===== config.mk =====
export PLATFORM = sky130hd
export DESIGN_NAME = cidr_text_normalizer
export DESIGN_NICKNAME = d
export VERILOG_FILES = /design/src/rtl/cidr_pkg.sv /design/src/rtl/cidr_text_normalizer.sv /design/src/rtl/cidr_in_stage.sv /design/src/rtl/cidr_line_parse.sv /design/src/rtl/cidr_out_stage.sv
export SDC_FILE = /design/constraint.sdc
export NUM_CORES = 1
export LEC_CHECK = 0
export BUFFER_PORTS_ARGS = -buffer_cell sky130_fd_sc_hd__buf_2
export CAP_MARGIN = 20
export CORE_AREA = 2 2 107 109
export CTS_CLUSTER_DIAMETER = 200
export CTS_CLUSTER_SIZE = 25
export DETAILED_ROUTE_END_ITERATION = 7
export DIE_AREA = 0 0 109 111
export HOLD_SLACK_MARGIN = 0.05
export PLACE_DENSITY = 0.7
export RECOVER_POWER = 25
export SLEW_MARGIN = 25
export SYNTH_ARGS = -nofsm -noshare
export SYNTH_HDL_FRONTEND = slang
export SYNTH_SLANG_ARGS = --single-unit

===== constraint.sdc =====
create_clock -name clk -period 3 [get_ports clk]
set_input_delay 0.6 -clock clk [delete_from_list [all_inputs] [get_ports clk]]
set_output_delay 0.6 -clock clk [all_outputs]
set_load 0.01 [all_outputs]

===== src/rtl/cidr_pkg.sv =====
// ----------------------------------------------------------------------------
// cidr_pkg
// Character codes, limits and the result record of the prefix normalizer.
// ----------------------------------------------------------------------------
`timescale 1ns / 1ps

package cidr_pkg;

    localparam logic [7:0] CH_NEWLINE = 8'h0A;
    localparam logic [7:0] CH_DOT     = 8'h2E;
    localparam logic [7:0] CH_SLASH   = 8'h2F;
    localparam logic [7:0] CH_ZERO    = 8'h30;
    localparam logic [7:0] CH_NINE    = 8'h39;

    localparam logic [5:0] MAX_PREFIX  = 6'd32;
    localparam logic [5:0] PREFIX_OVER = 6'd33;

    typedef struct packed {
        logic [31:0] network;
        logic [5:0]  prefix_len;
        logic        clamped;
    } result_t;

endpackage


===== src/rtl/cidr_text_normalizer.sv =====
// ----------------------------------------------------------------------------
// cidr_text_normalizer
// IPv4 prefix text parser: one character in per beat, one masked prefix out
// per nonempty line.
// ----------------------------------------------------------------------------
// Input channel (in_valid/in_ready, ch) carries one ASCII character a beat.
// Digits, '.' and '/' build the address and prefix; 0x0A closes the line and,
// if the line held any digit, '.' or '/', yields one result beat on the output
// channel (out_valid/out_ready, network, prefix_len, clamped). Other bytes are
// dropped.
// Throughput: one character per cycle while no result newline waits for the
// result slot, limited by the single update of the line accumulators in cidr_line_parse.
// After its newline is accepted, a result takes this path: the newline lands in
// the input register, and the result register loads as the newline leaves it for
// the parser, once the result slot is free.
// Reset clears the line state and both stages; nothing is pending after it.
// When the receiver stalls, the result register holds its beat; characters
// that produce no result keep flowing, and a newline that produces a result
// waits in the input register until the result slot frees.
// ----------------------------------------------------------------------------
`timescale 1ns / 1ps

module cidr_text_normalizer
(
    input  logic        clk,
    input  logic        rst_n,
    input  logic        in_valid,
    output logic        in_ready,
    input  logic [7:0]  ch,
    output logic        out_valid,
    input  logic        out_ready,
    output logic [31:0] network,
    output logic [5:0]  prefix_len,
    output logic        clamped
);

    logic              hold_valid;
    logic [7:0]        hold_ch;
    logic              emit;
    logic              out_free;
    logic              advance;
    cidr_pkg::result_t res;

    // Move the held character on unless it needs a busy result slot
    assign advance = hold_valid && (!emit || out_free);

    cidr_in_stage u_in
    (
        .clk        (clk),
        .rst_n      (rst_n),
        .in_valid   (in_valid),
        .in_ready   (in_ready),
        .ch         (ch),
        .advance    (advance),
        .hold_valid (hold_valid),
        .hold_ch    (hold_ch)
    );

    cidr_line_parse u_parse
    (
        .clk   (clk),
        .rst_n (rst_n),
        .fire  (advance),
        .ch    (hold_ch),
        .emit  (emit),
        .res   (res)
    );

    cidr_out_stage u_out
    (
        .clk        (clk),
        .rst_n      (rst_n),
        .load       (advance && emit),
        .res        (res),
        .free       (out_free),
        .out_valid  (out_valid),
        .out_ready  (out_ready),
        .network    (network),
        .prefix_len (prefix_len),
        .clamped    (clamped)
    );

endmodule


===== src/rtl/cidr_in_stage.sv =====
// ----------------------------------------------------------------------------
// cidr_in_stage
// Input register: holds one accepted character until the parser takes it.
// ----------------------------------------------------------------------------
`timescale 1ns / 1ps

module cidr_in_stage
(
    input  logic       clk,
    input  logic       rst_n,
    input  logic       in_valid,
    output logic       in_ready,
    input  logic [7:0] ch,
    input  logic       advance,
    output logic       hold_valid,
    output logic [7:0] hold_ch
);

    logic       valid_reg;
    logic       valid_next;
    logic [7:0] ch_reg;

    // Take a new beat when empty or when the held one moves on this cycle
    assign in_ready = !valid_reg || advance;

    always_comb
    begin
        valid_next = valid_reg;
        if (in_valid && in_ready)
        begin
            valid_next = 1'b1;
        end
        else if (advance)
        begin
            valid_next = 1'b0;
        end
    end

    always_ff @(posedge clk or negedge rst_n)
    begin
        if (!rst_n)
        begin
            valid_reg <= 1'b0;
        end
        else
        begin
            valid_reg <= valid_next;
        end
    end

    // Capture the payload of an accepted beat
    always_ff @(posedge clk)
    begin
        if (in_valid && in_ready)
        begin
            ch_reg <= ch;
        end
    end

    assign hold_valid = valid_reg;
    assign hold_ch    = ch_reg;

endmodule


===== src/rtl/cidr_line_parse.sv =====
// ----------------------------------------------------------------------------
// cidr_line_parse
// Line accumulators: octets, dot count and prefix digits, plus the masked
// result that a newline produces.
// ----------------------------------------------------------------------------
`timescale 1ns / 1ps

module cidr_line_parse
(
    input  logic             clk,
    input  logic             rst_n,
    input  logic             fire,
    input  logic [7:0]       ch,
    output logic             emit,
    output cidr_pkg::result_t res
);

    logic [3:0][7:0] octet_reg,     octet_next;
    logic [1:0]      idx_reg,       idx_next;
    logic [2:0]      dots_reg,      dots_next;
    logic            in_pfx_reg,    in_pfx_next;
    logic [5:0]      pfx_reg,       pfx_next;
    logic            pfx_given_reg, pfx_given_next;
    logic            nonempty_reg,  nonempty_next;

    logic       is_digit;
    logic       is_newline;
    logic [3:0] digit;
    logic [1:0] sel;
    logic [7:0] cur;
    logic [7:0] octet_sum;
    logic [8:0] pfx_sum;
    logic [5:0] len;
    logic       flag;
    logic [31:0] mask;

    assign is_digit   = ch inside {[cidr_pkg::CH_ZERO:cidr_pkg::CH_NINE]};
    assign is_newline = (ch == cidr_pkg::CH_NEWLINE);
    assign digit      = 4'(ch - cidr_pkg::CH_ZERO);

    // First octet sits in the top byte
    assign sel       = ~idx_reg;
    assign cur       = octet_reg[sel];
    assign octet_sum = {cur[4:0], 3'b000} + {cur[6:0], 1'b0} + {4'b0000, digit};
    assign pfx_sum   = {pfx_reg, 3'b000} + {2'b00, pfx_reg, 1'b0} + {5'b00000, digit};

    // Advance the line state for one character
    always_comb
    begin
        octet_next     = octet_reg;
        idx_next       = idx_reg;
        dots_next      = dots_reg;
        in_pfx_next    = in_pfx_reg;
        pfx_next       = pfx_reg;
        pfx_given_next = pfx_given_reg;
        nonempty_next  = nonempty_reg;
        if (is_newline)
        begin
            octet_next     = '0;
            idx_next       = 2'd0;
            dots_next      = 3'd0;
            in_pfx_next    = 1'b0;
            pfx_next       = 6'd0;
            pfx_given_next = 1'b0;
            nonempty_next  = 1'b0;
        end
        else if (is_digit)
        begin
            nonempty_next = 1'b1;
            if (in_pfx_reg)
            begin
                pfx_next       = (pfx_sum > 9'd32) ? cidr_pkg::PREFIX_OVER : pfx_sum[5:0];
                pfx_given_next = 1'b1;
            end
            else if (dots_reg < 3'd4)
            begin
                octet_next[sel] = octet_sum;
            end
        end
        else if (ch == cidr_pkg::CH_DOT)
        begin
            nonempty_next = 1'b1;
            if (!in_pfx_reg)
            begin
                if (dots_reg != 3'd7)
                begin
                    dots_next = dots_reg + 3'd1;
                end
                if (idx_reg != 2'd3)
                begin
                    idx_next = idx_reg + 2'd1;
                end
            end
        end
        else if (ch == cidr_pkg::CH_SLASH)
        begin
            nonempty_next = 1'b1;
            in_pfx_next   = 1'b1;
        end
    end

    always_ff @(posedge clk or negedge rst_n)
    begin
        if (!rst_n)
        begin
            octet_reg     <= '0;
            idx_reg       <= 2'd0;
            dots_reg      <= 3'd0;
            in_pfx_reg    <= 1'b0;
            pfx_reg       <= 6'd0;
            pfx_given_reg <= 1'b0;
            nonempty_reg  <= 1'b0;
        end
        else if (fire)
        begin
            octet_reg     <= octet_next;
            idx_reg       <= idx_next;
            dots_reg      <= dots_next;
            in_pfx_reg    <= in_pfx_next;
            pfx_reg       <= pfx_next;
            pfx_given_reg <= pfx_given_next;
            nonempty_reg  <= nonempty_next;
        end
    end

    // Pick the given prefix, or default to one byte per octet seen
    always_comb
    begin
        flag = 1'b0;
        if (pfx_given_reg)
        begin
            len = pfx_reg;
            if (pfx_reg > cidr_pkg::MAX_PREFIX)
            begin
                len  = cidr_pkg::MAX_PREFIX;
                flag = 1'b1;
            end
        end
        else if (dots_reg >= 3'd3)
        begin
            len = cidr_pkg::MAX_PREFIX;
        end
        else
        begin
            len = {1'b0, 2'(dots_reg[1:0] + 2'd1), 3'b000};
        end
    end

    // A shift by 32 clears everything, so the mask becomes all ones
    assign mask = ~(32'hFFFF_FFFF >> len);

    assign emit           = is_newline && nonempty_reg;
    assign res.network    = octet_reg & mask;
    assign res.prefix_len = len;
    assign res.clamped    = flag;

endmodule


===== src/rtl/cidr_out_stage.sv =====
// ----------------------------------------------------------------------------
// cidr_out_stage
// Result register: holds one finished result until the receiver takes it.
// ----------------------------------------------------------------------------
`timescale 1ns / 1ps

module cidr_out_stage
(
    input  logic              clk,
    input  logic              rst_n,
    input  logic              load,
    input  cidr_pkg::result_t res,
    output logic              free,
    output logic              out_valid,
    input  logic              out_ready,
    output logic [31:0]       network,
    output logic [5:0]        prefix_len,
    output logic              clamped
);

    logic              valid_reg;
    logic              valid_next;
    cidr_pkg::result_t res_reg;

    // Slot is free when empty or drained this cycle
    assign free = !valid_reg || out_ready;

    always_comb
    begin
        valid_next = valid_reg;
        if (load)
        begin
            valid_next = 1'b1;
        end
        else if (out_ready)
        begin
            valid_next = 1'b0;
        end
    end

    always_ff @(posedge clk or negedge rst_n)
    begin
        if (!rst_n)
        begin
            valid_reg <= 1'b0;
        end
        else
        begin
            valid_reg <= valid_next;
        end
    end

    // Capture the result beat
    always_ff @(posedge clk)
    begin
        if (load)
        begin
            res_reg <= res;
        end
    end

    assign out_valid  = valid_reg;
    assign network    = res_reg.network;
    assign prefix_len = res_reg.prefix_len;
    assign clamped    = res_reg.clamped;

endmodule


== Word-level counts from Yosys, hierarchy flattened ==
Index checks and enable logic that the tools add are counted.

* $add $sub $neg: 8
* $lt $le $gt $ge: 8
* Eq/ne operators: 8
* Shift operators: 1
* Muxes and demuxes: 41
* Bitwise logic cells: 3
* Reduce and logical (&&, ||, !) cells: 28

{| class="wikitable"
|+ Operators by type and width
! kind !! number
|-
| $mux W32 || 4
|-
| $mux W6 || 7
|-
| $and A32 B32 Y32 || 1
|-
| $bwmux W32 || 1
|-
| $not A32 Y32 || 1
|-
| $shr A32 B6 Y32 const A || 1
|-
| $reduce_bool A2 Y1 || 9
|-
| $bmux W8 S2 || 1
|-
| $demux W8 S2 || 1
|-
| $eq A8 B6 Y1 const B || 2
|-
| $mux W1 || 15
|-
| $mux W3 || 5
|-
| $mux W2 || 5
|-
| $reduce_and A5 Y1 || 2
|-
| $add A9 B4 Y9 || 1
|-
| $add A9 B7 Y9 || 1
|-
| $gt A9 B6 Y1 const B || 1
|-
| $add A8 B4 Y8 || 1
|-
| $add A8 B8 Y8 || 1
|-
| $eq A8 B4 Y1 const B || 1
|-
| $ge A8 B6 Y1 const B || 1
|-
| $le A8 B6 Y1 const B || 1
|-
| $mux W8 || 1
|-
| $reduce_and A4 Y1 || 2
|-
| other kinds (19) || 31
|}

* Bits in registers: 95
* Output and inout bits: 41
* Logic and storage cells: 113

== Depth between registers and ports, before layout ==
Gate-level depths: netlist of the first run.

* Word-level depth: 10
* Depth in mapped cells: 11
* Gate-level depth less buffers: 10

== Cells and area by module ==
Synthesis of the first run repeated with hierarchy kept, for this count alone.

* Cells, all modules: 387
* Area total of the unflattened synthesis: 4827.1 um^2

{| class="wikitable"
|+ By module, submodules not included
! module !! instances !! cells each !! area an instance (um^2)
|-
| cidr_line_parse || 1 || 330 || 3295.7
|-
| cidr_out_stage || 1 || 42 || 1218.7
|-
| cidr_in_stage || 1 || 12 || 294.0
|-
| cidr_text_normalizer || 1 || 3 || 18.8
|}

== Least setup slack after synthesis of the first run ==
OpenSTA, ideal clock, no wires.

* Path kind: register -> register
* Start point: register u_parse.idx_reg[0]
* End point: register u_parse.octet_reg[15] (netlist bit)
* Library setup time: 130 ps
* Arrival time: 2713 ps
* Required time: 2870 ps
* Setup slack: 157 ps
* Cell stages (with the launch flop): 11
* Path buffers: 1
* Cell sequence: dfrtp_1 -> buf_6 -> mux4_2 -> fa_1 -> ha_1 -> a21o_1 -> a21oi_1 -> o21bai_1 -> a21oi_1 -> xnor2_1 -> o2bb2ai_1

* Word-level cells in the longest chain between the ends: 10
* Elaborated cells on any way between the ends: 15

{| class="wikitable"
|+ RTL lines
! what !! line !! source
|-
| from (decl) || cidr_line_parse.sv:19 || <nowiki>logic [1:0] idx_reg, idx_next;</nowiki>
|-
| from (signal assigned) || cidr_line_parse.sv:117 || <nowiki>idx_reg <= idx_next;</nowiki>
|-
| $not A2 Y2 * || cidr_line_parse.sv:42 || <nowiki>assign sel = ~idx_reg;</nowiki>
|-
| $bmux W8 S2, or another cell as far along || cidr_line_parse.sv:43 || <nowiki>assign cur = octet_reg[sel];</nowiki>
|-
| $mux W7 (implied by the code) or $logic_and A1 B1 Y1 (tied branches) || cidr_line_parse.sv:43, cidr_line_parse.sv:77 ||
|-
| $add A8 B8 Y8 or $mux W8 (tied branches) || cidr_line_parse.sv:44, cidr_line_parse.sv:77 ||
|-
| $add A8 B4 Y8 or $demux W8 S2 (tied branches) || -- ||
|-
| $bwmux W32 * || cidr_line_parse.sv:77 || <nowiki>octet_next[sel] = octet_sum;</nowiki>
|-
| $mux W32 * || cidr_line_parse.sv:75 || <nowiki>else if (dots_reg < 3'd4)</nowiki>
|-
| $mux W32 * || cidr_line_parse.sv:70 || <nowiki>if (in_pfx_reg)</nowiki>
|-
| $mux W32 * || cidr_line_parse.sv:67 || <nowiki>else if (is_digit)</nowiki>
|-
| $mux W32 * || cidr_line_parse.sv:57 || <nowiki>if (is_newline)</nowiki>
|-
| to (signal assigned) || cidr_line_parse.sv:116 || <nowiki>octet_reg <= octet_next;</nowiki>
|-
| to (decl) || cidr_line_parse.sv:18 || <nowiki>logic [3:0][7:0] octet_reg, octet_next;</nowiki>
|}

Mark *: on every way between the ends. The rest lies on a longest branch, timed or not. The select of a mux whose other input is x is not followed.
A chain may end at the register's enable or synchronous reset.

== Worst setup path in the final report of the first run ==
* Start point: register u_parse.idx_reg[0]
* End point: register u_parse.octet_reg[14] (netlist bit)

The elaborated chain is that of the path after synthesis.

==> results of run 1 <==
cells in the final DEF (no fill, tap or decap), drive strengths merged, types with 2 or more instances in the layout:
master   count
o21ai       24
edfxtp      47
nand3       11
a211oi       3
mux2         2
buf         65
o211ai       3
ha          28
fa           4
a21boi       3
nand2b       2
o311a        4
mux4         7
a21o         6
xnor2        5
inv         31
o2bb2ai      3
o21a        12
xor2         3
a21oi       16
and2         6
a31oi        2
clkbuf      12
a22o        29
nand2       23
nor2b        4
or3          2
nand3b       2
and3        11
nor2        25
and3b        2
nor3         9
dfrtp       48
synth_stat cells, types with 5 or more instances:
master,count,area share (%)
a21o_1,6,0.94
a21oi_1,16,1.7
a22o_1,29,5.3
and2_1,5,0.65
and3_1,11,1.4
buf_2,8,0.83
dfrtp_1,48,25
edfxtp_1,47,29
ha_1,28,7.3
inv_1,27,2.1
mux4_2,7,3.3
nand2_1,22,1.7
nand3_1,11,1.1
nor2_1,23,1.8
nor3_1,8,0.83
o21a_1,12,1.9
o21ai_0,19,2.0
o21ai_1,5,0.52
xnor2_1,5,0.91
power groups by stage:
stage          Combinational (W)  Sequential [W]  Clock, W
4_1_cts                  0.00135         0.00160   0.00118
5_1_grt                  0.00157         0.00162   0.00124
2_1_floorplan           0.000993         0.00159         0
6_report                 0.00141         0.00161   0.00117
3_3_place_gp             0.00132         0.00163         0
3_5_place_dp             0.00134         0.00163         0
how the worst max path moves through the flow:
stage                             startpoint                     to  slack (ps)  cells after the start
after CTS                 u_parse.idx_reg[0]  u_parse.octet_reg[14]          30                     11
after global placement    u_parse.idx_reg[0]  u_parse.octet_reg[23]         110                      9
after floorplan           u_parse.idx_reg[0]  u_parse.octet_reg[15]         160                     10
after global routing      u_parse.idx_reg[0]  u_parse.octet_reg[15]          40                      9
final                     u_parse.idx_reg[0]  u_parse.octet_reg[14]         170                     11
after detailed placement  u_parse.idx_reg[0]   u_parse.octet_reg[7]          90                      9
layout make-up:
type / count / area, um^2 / area share [%]
Clock buffer: 10 / 229.0 / 4.063
Clock inverter: 6 / 75.07 / 1.332
Inverter: 28 / 105.1 / 1.865
Multi-Input combinational cell: 264 / 2036 / 36.12
Sequential cell: 95 / 2614 / 46.38
Tap cell: 143 / 178.9 / 3.175
Timing Repair Buffer: 67 / 397.9 / 7.060
metal layers:
layer | routed length (um) | vias up | track usage [%] | share of wire, %
met2 | 4970 | 143 | 29.52 | 46
met5 | 0 | - | 0 | 0
met1 | 5057 | 1639 | 29.12 | 46
met3 | 657 | 19 | 3.116 | 6.0
met4 | 230 | 0 | 7.692 | 2.1
li1 | - | 1633 | - | -
stage by stage:
stage               setup slack, ps  util (%)  hold WS (ps)  cell area [um^2]  power, W
floorplan                     156.5         -         304.4              4803  0.002584
global placement              114.9     47.95         483.6              5311  0.002944
detailed placement            85.49     47.95         494.0              5311  0.002971
CTS                           30.03     50.69         218.7              5615  0.004133
global route                  39.25     50.88         421.2              5635  0.004435
finish                        170.3     50.88         426.6              5635  0.004186
kinds of logic after synthesis:
| logic type | count (synthesis) | share of synthesized area, % |
|---|---|---|
| AOI/OAI and AO/OA | 113 | 16.88 |
| and+or+nand+nor | 102 | 10.91 |
| DFF | 95 | 54.39 |
| buffers and inverters | 42 | 3.647 |
| adders and majority gates | 32 | 8.961 |
| muxes | 9 | 3.751 |
| xor gates and xnor gates | 8 | 1.459 |
==> results.md, run 1 <==
- Status: finished clean
- Core box area: 0.01108 mm^2
- Grt ovf: 0
- H-Tree Depth: 3
- Starting Density: 43.36%
- Dominant synthesized flop cell: dfrtp_1
- Worst-Margin Slew: 1161 ps
- Max Cap Violations: 0
- Sequential-to-total area share from yosys stat: between 50% and 60%
- Critical path buffers and inverters: 3
- CP cell instances: buf_6 > mux4_2 > ha_1 > ha_1 > inv_1 > fa_1 > inv_1 > a21o_1 > a21oi_1 > xnor2_2 > a22o_1
- Worst Hold Launch: ch[1]
- Min cycle time layout: 2830 ps
- CTS tree: built
- P_leak: 2.612 nW
- Fmax: ~350 MHz
- Hold Crit Class: input port to flop
- DRT iter0 DRCs: about 240
- Vias in the first global route: ~3400
- Crit start category: flop
- Worst Hold Depth: 1
- Initial antenna violation count: 0
- Overall Global Routing Usage: 19.85%
- DRT Pass-1 Iters: 5
- Worst-path clk slew: about 70 ps
- DP Wirelength: 8336 um
- Final ANT Viol Nets: 0
- Syn nets: 445
- CP required: 3230 ps
- Ys Warns: 0
- Setup bufs post-CTS: 0
- Placed insts: 597
- Sink Count: 95
- Fill cells: 954
- Non-filler instance count after layout: 613
- Final setup vio count: 0
- Synth Instances: 401
- Routed WL per cell: approximately 18 um
- Period utilization: 94.32%
- Drt drc: 0
- Final net count: 509
- #FFs+latches synth: 95
- Post-synth EDFFs: 47
- Vias: approximately 3400
- Post-Syn Area per Cell: 11.98 um^2
- Largest net degree at the start of global routing: 39
- Clk buf depth: 2
- Skew final: just over 7 ps
- Max stage delay on crit path: 560 ps
- Worst flop-to-flop path startpoint: u_parse.idx_reg[0]
- CP max-delay cell: mux4_2
- First-pass GRT wire length: 18200 um
- Sw Share: between 30 and 40%
- RSZ-0062 raised after global routing: no
- Final wirelength: 10920 um
- Worst slew margin: 22.62%
- Crit-path max FO: 8
- Ys async rst share: 50.53%
- Io pins: 53
- Row cnt: 39
- Reg2Reg Setup Slack: around 170 ps
- NetSw: 0.001418 W
- Crit path kind: flop to flop
- TNS Setup: 0 ps
- Die W: 109 um
- Int Power: 0.002768 W
- Placer Congestion: about 0.91
- Area Overhead vs Synth: 17.32%
- Die area: 0.01210 mm^2
- Fin. max-slew vios: 0
- Worst EP arrival: 3060 ps
- Peak supply drop: 0.0003048 V
- Chip height: 111 um
- Worst R2R Path Depth: 11
- Final Hold Violating Endpoints: 0
- PortBufs: 52
- Sequential power share: 38.4%
- Crit Reg-Reg Endpoint: u_parse.octet_reg[14]
- Hold_buf cts: 0
- Logic pwr share: 33.6%
- CTS Buf Count: 9
- DR vias/cell: 5.602
- Netlist cell types: between 50 and 60
- WHS Endpoint: u_in.hold_ch[1]
- Fraction of layout cells with a size suffix above 1: 21.70%
- P per Cell Area: 742.8 mW/mm^2
- Clock network power share: 28.0%
- Clock root buffer: clkbuf_16
- PostCTS Resize Cnt: 0
- Ant diodes: 0
- Delay-heaviest family, CP: adder cells
- Crit end category: flop
- Synth Cell Area: around 0.0048 mm^2
- Clk_lat worst skew: 350 ps
(Power assumes the default switching activity.)
==> run 2, diff against run 1 <==
--- a/config.mk
+++ b/config.mk
@@ -5,6 +5,7 @@
 export SDC_FILE = /design/constraint.sdc
 export NUM_CORES = 1
 export LEC_CHECK = 0
+export ABC_AREA = 0
 export BUFFER_PORTS_ARGS = -buffer_cell sky130_fd_sc_hd__buf_2
 export CAP_MARGIN = 20
 export CORE_AREA = 2 2 107 109
@@ -13,7 +14,7 @@
 export DETAILED_ROUTE_END_ITERATION = 7
 export DIE_AREA = 0 0 109 111
 export HOLD_SLACK_MARGIN = 0.05
-export PLACE_DENSITY = 0.7
+export PLACE_DENSITY = 0.71
 export RECOVER_POWER = 25
 export SLEW_MARGIN = 25
 export SYNTH_ARGS = -nofsm -noshare
==> run 2 against run 1 <==
Maximum frequency down 1.3%. Total power rose by 2.0%. Die area stayed put. Sequential power about the same. Combinational power is 3% higher. Sequential share of layout area decreased by 0.29 points. Sequential cell count unchanged. Cell count up 0.82%. Critical endpoint is now u_parse.octet_reg[23]. Highest routed layer unchanged.
==> results.md, run 2 (synthesis results as in run 1) <==
- CP max-delay cell: mux4_2
- Critical path buffers and inverters: 0 (-3)
- CTS Buf Count: 9 (unchanged)
- Max Cap Violations: 0 (unchanged)
- Post-route cell area: 0.005670 mm^2 (+0.62%)
- Hold Crit Class: input port to flop
- Clk buf depth: 2 (unchanged)
- Crit Reg-Reg Endpoint: u_parse.octet_reg[23]
- Peak supply drop: 0.0002764 V (-9.3%)
- Fraction of layout cells with a size suffix above 1: 22.95% (+1.2 points)
- Worst EP arrival: 3080 ps (+20 ps)
- Vias in the first global route: 3369 (-1.2%)
- Drt drc: 0 (unchanged)
- Die area: 0.01210 mm^2 (unchanged)
- Vias: 3499 (+1.9%)
- Leading cell type in the layout, fill and taps excluded: buf_2
- Status: finished clean
- Reg2Reg Setup Slack: 130 ps (-40 ps)
- Chip height: 111 um (unchanged)
- Area Overhead vs Synth: 18.05%
- Final setup vio count: 0 (unchanged)
- WHS Endpoint: u_in.hold_ch[4]
- Routed WL per cell: 17.74 um (-0.36%)
- Grt ovf: 0 (unchanged)
- Fmax: 348.8 MHz (-1.3%)
- P per Cell Area: 752.7 mW/mm^2 (+1.3%)
- CP required: 3210 ps (-20 ps)
- Crit start category: flop
- Final ANT Viol Nets: 0 (unchanged)
- RSZ-0062 raised after global routing: no
- Final Hold Violating Endpoints: 0 (unchanged)
- Hold Worst Slack: 432.3 ps (+5.633 ps)
- Crit path kind: flop to flop
- Overall Global Routing Usage: 18.73% (-1.1 points)
- Largest net degree at the start of global routing: 49 (+26%)
- DR vias/cell: 5.662 (+1.1%)
- Delay-heaviest family, CP: adder cells
- Crit-path max FO: 4 (-4)
- Hold_buf cts: 0 (unchanged)
- Core box area: 0.01108 mm^2 (unchanged)
- Final wirelength: 10970 um (+0.45%)
- CTS tree: built
- P_leak: 2.639 nW (+1.1%)
- Post-DP Area: 0.005314 mm^2 (about the same)
- Clock root buffer: clkbuf_16
- DRT Pass-1 Iters: 5 (unchanged)
- Met1 wire length: 5007 um (-0.99%)
- Most frequent cells in the layout: buf_2, edfxtp_1, dfrtp_1, a22o_1, ha_1
- Crit end category: flop
- Worst Hold Launch: ch[4]
- Period utilization: 95.56% (+1.2 points)
- Critical Path Most Common Cell: a21oi_2
- Worst Hold Depth: 1 (unchanged)
- Worst R2R Path Depth: 9 (-2)
- PortBufs: 52 (unchanged)
- Worst slew margin: 21.81% (-0.81 points)
- Fin. max-slew vios: 0 (unchanged)
- DP Wirelength: 8011 um (-3.9%)
- First-pass GRT wire length: 17380 um (-4.5%)
- Io pins: 53 (unchanged)
- H-Tree Depth: 3 (unchanged)
- DR WL met3: 797 um (+21%)
- Skew final: 8.703 ps (+1.565 ps)
- DRT iter0 DRCs: 209 (-11%)
- Highest Signal Layer: met4
- Sink Count: 95 (unchanged)
- Initial antenna violation count: 0 (unchanged)
- Min cycle time layout: 2867 ps (+37.16 ps)
- Met2 wire length: 4959 um (-0.22%)
- Die W: 109 um (unchanged)
- Placer Congestion: 0.8743 (-4.4%)
- Clk_lat worst skew: 340 ps (about the same)
- Worst-Margin Slew: 1173 ps (+12.13 ps)
- Worst-path clk slew: 70 ps (about the same)
- Max stage delay on crit path: 560 ps (about the same)
- Starting Density: 43.36% (unchanged)
- Row cnt: 39 (unchanged)
- CP cell instances: mux4_2 > fa_1 > ha_1 > a21o_1 > a21oi_2 > o21bai_1 > a21oi_2 > xnor2_2 > o21ai_1
- Total Power: 0.004268 W (+2.0%)
- Ant diodes: 0 (unchanged)
- Worst flop-to-flop path startpoint: u_parse.idx_reg[0]
- Final net count: 514 (+0.98%)
==> run 2: cell count changes in the layout (fill, tap and decap cells not counted), sizes merged <==
cell and delta:
buf +5, clkbuf -1, clkinv +2, clkinvlp -1
==> run 2: worst reg2reg max path, stage by stage (launching register included) <==
cell and delay [ps]:
dfrtp_2 450, mux4_2 560, fa_1 510, ha_1 320
a21o_1 190, a21oi_2 160, o21bai_1 100, a21oi_2 180
xnor2_2 170, o21ai_1 120
==> run 2: power breakdown <==
| group | internal, W | switching [W] |
|---|---|---|
| Combinational | 0.000649 | 0.000804 |
| Sequential | 0.00150 | 0.000120 |
| Clock | 0.000665 | 0.000534 |
==> run 2: timing repair <==
item                       in CTS  in global routing
gates resized for setup         1                  6
setup endpoints to repair       7                 10
setup buffers                   0                  3
==> run 2: final cells by class <==
class	instances	area (um^2)
clock inverters	7	85.08
fillers	969	5406
repair buffers	72	422.9
well taps	143	178.9
inverters	28	105.1
clock buffers	9	225.2
multi-input cells	264	2039
flip-flops and latches	95	2614
==> run 2: layer usage <==
metal  global-route usage [%]  up-vias
li1                         -     1638
met1                    26.66     1699
met2                    27.74      151
met3                    4.821       11
met4                    6.581        0
met5                        0        -
==> run 2: per-stage QoR <==
stage / cells / TNS, ps / util (%) / setup slack, ps
6_report: 618 / 0 / 51.19 / 133.1
3_5_place_dp: 599 / -58.75 / 47.97 / -22.76
5_1_grt: 618 / 0 / 51.19 / 10.85
3_3_place_gp: 599 / 0 / 47.97 / 42.26
2_1_floorplan: 401 / 0 / - / 156.5
4_1_cts: 615 / 0 / 50.79 / 32.60
==> run 2: how the worst max path moves through the flow <==
stage	startpoint	end	slack, ps	cells after the start
floorplan	u_parse.idx_reg[0]	u_parse.octet_reg[15]	160	10
global placement	u_parse.idx_reg[0]	u_parse.octet_reg[7]	40	9
detailed placement	u_parse.idx_reg[0]	u_parse.octet_reg[7]	-20	9
CTS	u_parse.idx_reg[0]	u_parse.octet_reg[15]	30	9
global route	u_parse.idx_reg[0]	u_parse.octet_reg[22]	10	11
finish	u_parse.idx_reg[0]	u_parse.octet_reg[23]	130	9
